[config.mk]
export PLATFORM = sky130hd
export DESIGN_NAME = three_term_recurrence_checksum
export DESIGN_NICKNAME = d
export VERILOG_FILES = /design/src/design/ttrc_pkg.sv /design/src/design/ttrc_step.sv /design/src/design/ttrc_out_reg.sv /design/src/design/three_term_recurrence_checksum.sv
export SDC_FILE = /design/constraint.sdc
export NUM_CORES = 1
export LEC_CHECK = 0
export BUFFER_PORTS_ARGS = -buffer_cell sky130_fd_sc_hd__buf_4
export CAP_MARGIN = 10
export CORE_ASPECT_RATIO = 0.6
export CORE_MARGIN = 5
export CORE_UTILIZATION = 61
export DETAILED_ROUTE_END_ITERATION = 8
export PLACE_DENSITY = 0.78
export SLEW_MARGIN = 5
export SYNTH_ARGS = -nofsm -noshare
export SYNTH_HDL_FRONTEND = slang
export SYNTH_SLANG_ARGS = --single-unit
[constraint.sdc]
create_clock -name clk -period 18.8 [get_ports clk]
set_input_delay 3.76 -clock clk [delete_from_list [all_inputs] [get_ports clk]]
set_output_delay 3.76 -clock clk [all_outputs]
set_load 0.02 [all_outputs]
[src/design/ttrc_pkg.sv]
package ttrc_pkg;

  localparam int unsigned ByteW   = 8;
  localparam int unsigned TermW   = 16;
  localparam int unsigned PosW    = 8;

  localparam logic [ByteW-1:0] FirstOffset = 8'd7;
  localparam logic [PosW-1:0]  AlphaMul    = 8'd17;
  localparam logic [PosW-1:0]  BetaMul     = 8'd31;
  localparam logic [TermW:0]   TermMod     = 17'd65535;

  // widths of the recurrence datapath
  localparam int unsigned SumW  = ByteW + 1;
  localparam int unsigned ProdW = SumW + TermW;
  localparam int unsigned SubW  = PosW + TermW;
  localparam int unsigned DiffW = ProdW + 1;

  // multiple of the modulus that lifts any negative difference above zero
  localparam logic [DiffW-1:0] NegLift = DiffW'(65535 * 256);

  typedef struct packed {
    logic [TermW-1:0] older;
    logic [TermW-1:0] newer;
    logic [PosW-1:0]  pos;
    logic             in_msg;
  } ttrc_state_t;

  localparam ttrc_state_t StateReset = '{
    older:  TermW'(1),
    newer:  '0,
    pos:    '0,
    in_msg: 1'b0
  };

endpackage

[src/design/ttrc_step.sv]
module ttrc_step import ttrc_pkg::*; (
  input  ttrc_state_t       cur,
  input  logic [ByteW-1:0]  data_byte,
  input  logic              last_byte,
  output ttrc_state_t       nxt,
  output logic [TermW-1:0]  term
);

  logic [PosW-1:0]  alpha;
  logic [PosW-1:0]  beta;
  logic [SumW-1:0]  sum;
  logic [ProdW-1:0] prod;
  logic [SubW-1:0]  sub;
  logic [DiffW-1:0] diff;
  logic             neg;
  logic [DiffW-1:0] lifted;
  logic [TermW:0]   fold;
  logic [TermW-1:0] reduced;
  ttrc_state_t      adv;

  assign alpha  = PosW'(cur.pos * AlphaMul);
  assign beta   = PosW'(cur.pos * BetaMul);
  assign sum    = {1'b0, data_byte} + {1'b0, alpha};
  assign prod   = sum * cur.newer;
  assign sub    = beta * cur.older;
  assign diff   = {1'b0, prod} - {2'b00, sub};
  assign neg    = diff[DiffW-1];

  // 2^64 is 1 mod 65535, so a wrapped difference becomes diff + 1
  assign lifted = diff + DiffW'(neg) + (neg ? NegLift : '0);
  assign fold   = {{(TermW+1-(DiffW-TermW)){1'b0}}, lifted[DiffW-1:TermW]}
                + {1'b0, lifted[TermW-1:0]};
  assign reduced = (fold >= TermMod) ? TermW'(fold - TermMod) : fold[TermW-1:0];

  always_comb begin
    if (!cur.in_msg) begin
      adv.older  = TermW'(1);
      adv.newer  = TermW'({1'b0, data_byte} + {1'b0, FirstOffset});
      adv.pos    = PosW'(1);
      adv.in_msg = 1'b1;
    end else begin
      adv.older  = cur.newer;
      adv.newer  = reduced;
      adv.pos    = cur.pos + PosW'(1);
      adv.in_msg = 1'b1;
    end
    term = adv.newer;
    nxt  = last_byte ? StateReset : adv;
  end

endmodule

[src/design/ttrc_out_reg.sv]
module ttrc_out_reg import ttrc_pkg::*; (
  input  logic             clk,
  input  logic             rst,
  input  logic             load,
  input  logic [TermW-1:0] load_value,
  output logic             free,
  output logic             valid,
  input  logic             ready,
  output logic [TermW-1:0] checksum
);

  assign free = !valid || ready;

  always_ff @(posedge clk) begin
    if (rst) begin
      valid <= 1'b0;
    end else if (load) begin
      valid <= 1'b1;
    end else if (ready) begin
      valid <= 1'b0;
    end
  end

  always_ff @(posedge clk) begin
    if (load) begin
      checksum <= load_value;
    end
  end

endmodule

[src/design/three_term_recurrence_checksum.sv]
// three-term recurrence checksum over a byte stream
//
// input channel: in_valid / in_ready with data_byte and last_byte, one byte
// of the message per request, last_byte high on the final byte
// output channel: out_valid / out_ready with checksum, one request per
// message, after its last byte
//
// a byte is captured in an input register; from there the recurrence
// (two multiplies with the terms, a subtract and a fold mod 65535) updates the term
// registers and, for a last byte, loads the output register
// throughput: one byte per cycle while no last byte waits for the output
// register, set by the term feedback loop that closes through the state register
//
// reset (synchronous, active high) empties both registers and returns the
// terms to the start of a message
// while the receiver stalls with a checksum pending, non-last bytes keep
// flowing; a last byte waits in the input register and in_ready drops
module three_term_recurrence_checksum import ttrc_pkg::*; (
  input  logic             clk,
  input  logic             rst,
  input  logic             in_valid,
  output logic             in_ready,
  input  logic [ByteW-1:0] data_byte,
  input  logic             last_byte,
  output logic             out_valid,
  input  logic             out_ready,
  output logic [TermW-1:0] checksum
);

  logic             stage_valid;
  logic [ByteW-1:0] stage_byte;
  logic             stage_last;
  logic             stage_advance;
  logic             out_free;
  ttrc_state_t      state;
  ttrc_state_t      state_next;
  logic [TermW-1:0] term;

  assign stage_advance = stage_valid && (!stage_last || out_free);
  assign in_ready      = !stage_valid || stage_advance;

  always_ff @(posedge clk) begin
    if (rst) begin
      stage_valid <= 1'b0;
    end else if (in_ready) begin
      stage_valid <= in_valid;
    end
  end

  always_ff @(posedge clk) begin
    if (in_ready && in_valid) begin
      stage_byte <= data_byte;
      stage_last <= last_byte;
    end
  end

  ttrc_step u_step (
    .cur       (state),
    .data_byte (stage_byte),
    .last_byte (stage_last),
    .nxt       (state_next),
    .term      (term)
  );

  always_ff @(posedge clk) begin
    if (rst) begin
      state <= StateReset;
    end else if (stage_advance) begin
      state <= state_next;
    end
  end

  ttrc_out_reg u_out (
    .clk        (clk),
    .rst        (rst),
    .load       (stage_advance && stage_last),
    .load_value (term),
    .free       (out_free),
    .valid      (out_valid),
    .ready      (out_ready),
    .checksum   (checksum)
  );

  a_idle_terms: assert property (@(posedge clk) disable iff (rst)
    !state.in_msg |-> (state.older == TermW'(1) && state.newer == '0 && state.pos == '0))
    else $error("terms not at message start while idle");

  a_last_loads: assert property (@(posedge clk) disable iff (rst)
    (stage_advance && stage_last) |=> (out_valid && !state.in_msg))
    else $error("last byte did not produce a checksum");

  a_range: assert property (@(posedge clk) disable iff (rst)
    out_valid |-> checksum != {TermW{1'b1}})
    else $error("checksum out of range");

endmodule

==> run_results.csv <==
group,metric,value,unit
critical_path,critPathArrivalTime,15.63,ns
finish,nets,2009,
synth,async_flop_share,0,%
critical_path,crit_type,"reg -> reg",
route,routedWlPerCell,18.6,um
critical_path,startpoint_type,"flop",
finish,layout_common_cells,"inv_1, fa_1, nand2_1",
clocking,clk_pin_slew,0.06,ns
floorplanning,rows,43,
synth,synth_edf_count,25,
global_routing,overflow,0,
route,ant_nets,0,
sta,period_share,82.7,%
sta,max_freq,0.0643,GHz
global_routing,grt_pass1_vias,11500,
clocking,cts_setup_buffers,0,
clocking,clk-insertion-delay-late,0.36,ns
sta,tightest_slew,1.12,ns
sta,finalSetupViolCount,0,
floorplanning,io_pins,31,
route,drtPass1Iterations,6,
synth,synth_warnings,0,
route,routed_wl,36400,um
finish,post_route_cells_drive_above_1_share,5.13,%
floorplanning,die-height,128,um
finish,antenna_cells,0,
critical_path,required,18.88,ns
placement,hpwl,29800,um
floorplanning,core_area,23000,um2
critical_path,worst_path_most_repeated_cell,"fa_1",
finish,final_area,15100,um2
sta,fin_setup_tns,0,ns
global_routing,grtUsageTotal,27.9,%
synth,syn_nets,2018,
clocking,cts_tree,"yes",
synth,yosys_register_bits,68,
sta,rsz0062_at_grt,"no",
clocking,root_buffer,"clkbuf_16",
synth,synth_cell_types,80,
synth,syn_area,14300,um2
route,route.detailed.drc,0,
route,drt_iter0_drc,1094,
critical_path,cp-end-kind,"flop",
global_routing,grt_max_degree,31,
synth,synthFlopType,"dfxtp_1",
floorplanning,initial_core_util,61.9,%
route,vias,11300,
worst_hold_path,hp-class,"reg -> reg",
global_routing,grt_pass1_wl,58800,um
clocking,holdBufCountCts,0,
clocking,cts_made_buffers,9,
synth,seq_area_frac_synth,11.3,%
finish,final_core_util,65.5,%
placement,gp_congestion,0.914,
sta,slew_viol_final,0,
sta,fin_skew,0.0114,ns
placement,portBuffers,30,
floorplanning,die_w,207,um
sta,slew_headroom,25.3,%
synth,synthCells,1641,
sta,holdWs,0.566,ns
clocking,cts_buffer_depth,2,
finish,area_growth,5.81,%
synth,synth_area_per_cell,8.69,um2
clocking,clock-sinks,68,
clocking,htreeDepth,3,
sta,hold_viol,0,
critical_path,crit_fanout,26,
job,max-cap-violations,0,
floorplanning,dieArea,26600,um2
placement,place_area,14800,um2
finish,mostFrequentLayoutCell,"inv_1",
global_routing,antenna_found_initial,1,
route,routed_via_density,5.77,
clocking,cts.repair.resized,0,
critical_path,critPathSlowestCell,"dfxtp_1",
status,outcome,"complete, no violations",
critical_path,max_stage_delay,1.03,ns
sta,period_needed,15.55,ns
==> Yosys cell counts (all sizes together) (3+ instances only) <==
library cell / n / area share, %
a211oi: 10 / 0.61
a21boi: 4 / 0.26
a21o: 13 / 0.68
a21oi: 60 / 2.2
a22o: 4 / 0.25
a22oi: 16 / 0.84
a311oi: 3 / 0.23
a31o: 4 / 0.25
a31oi: 10 / 0.48
a32oi: 3 / 0.18
a41oi: 3 / 0.18
and2: 104 / 4.6
and3: 10 / 0.44
buf: 5 / 0.15
clkbuf: 53 / 1.4
dfxtp: 43 / 6.0
edfxtp: 25 / 5.3
fa: 238 / 33
ha: 126 / 11
inv: 327 / 8.6
mux2: 3 / 0.26
mux2i: 9 / 0.63
nand2: 220 / 5.8
nand2b: 8 / 0.35
nand3: 20 / 0.70
nand4: 9 / 0.39
nor2: 75 / 2.0
nor2b: 23 / 1.0
nor3: 16 / 0.56
nor4: 6 / 0.39
o211ai: 3 / 0.25
o21a: 12 / 0.64
o21ai: 32 / 1.2
o21bai: 8 / 0.42
o221ai: 3 / 0.18
o22ai: 3 / 0.13
o31ai: 6 / 0.41
or2: 6 / 0.26
or3: 4 / 0.18
xnor2: 67 / 4.2
xor2: 22 / 1.4
==> cell families (layout without fill, tap and decap cells) <==
logic type	count (synthesis)	count (layout)	share of synthesized area [%]
fa+ha+maj	364	364	44.5
compound gates	213	213	10.5
xor+xnor	89	89	5.57
buf+inv	385	381	10.2
flops	68	68	11.3
simple gates	510	510	17.2
mux	12	12	0.895
==> critical path, delay by kind of cell (launching register included) <==
kind | cells | cell delay (ns)
buffers and inverters | 5 | 0.49
AO/OA/AOI/OAI | 23 | 4.78
multiplexers | 3 | 0.79
XOR/XNOR | 2 | 0.80
AND/OR/NAND/NOR | 6 | 1.09
adder cells (fa/ha/maj) | 13 | 6.29
flip-flops | 1 | 1.03
==> stage by stage <==
step | setup WS, ns | std cells
after detailed placement | 3.07 | 1935
after CTS | 3.06 | 1951
after floorplan | 5.06 | 1641
after global placement | 3.49 | 1935
after global routing | 2.55 | 1952
final | 3.25 | 1952
==> sequential cells by signal, indices dropped and copies added (netlist names) <==
register / cells
u_out.valid: 1
u_out.checksum: 16
state: 41
stage_valid: 1
stage_byte: 8
stage_last: 1
==> area by class of cell <==
class | count | area, um2
tap | 315 | 394
sequential | 68 | 1610
clock buffer | 11 | 254
timing repair buffer | 38 | 289
multi-input combinational | 1188 | 11300
fill | 1933 | 7940
clock inverter | 5 | 58.8
inverter | 327 | 1230
==> per-layer routing <==
metal,vias to the layer above,part of all wire (%),GRT usage (%)
li1,5133,-,-
met1,5558,44,39.4
met2,496,43,41.9
met3,71,10,7.68
met4,0,2.8,9.95
met5,-,0,0
==> final timing paths <==
check	startpoint	end	slack, ns	depth (start not counted)
setup reg to reg	state[1]	u_out.checksum[1]	3.25	52
hold / removal	stage_valid	stage_valid	0.57	2
hold reg to reg	stage_valid	stage_valid	0.57	2
setup / recovery	state[1]	u_out.checksum[1]	3.25	52
Power is not shown: default switching activity piles up to over one toggle a cycle in this logic, so the estimate is an artifact.
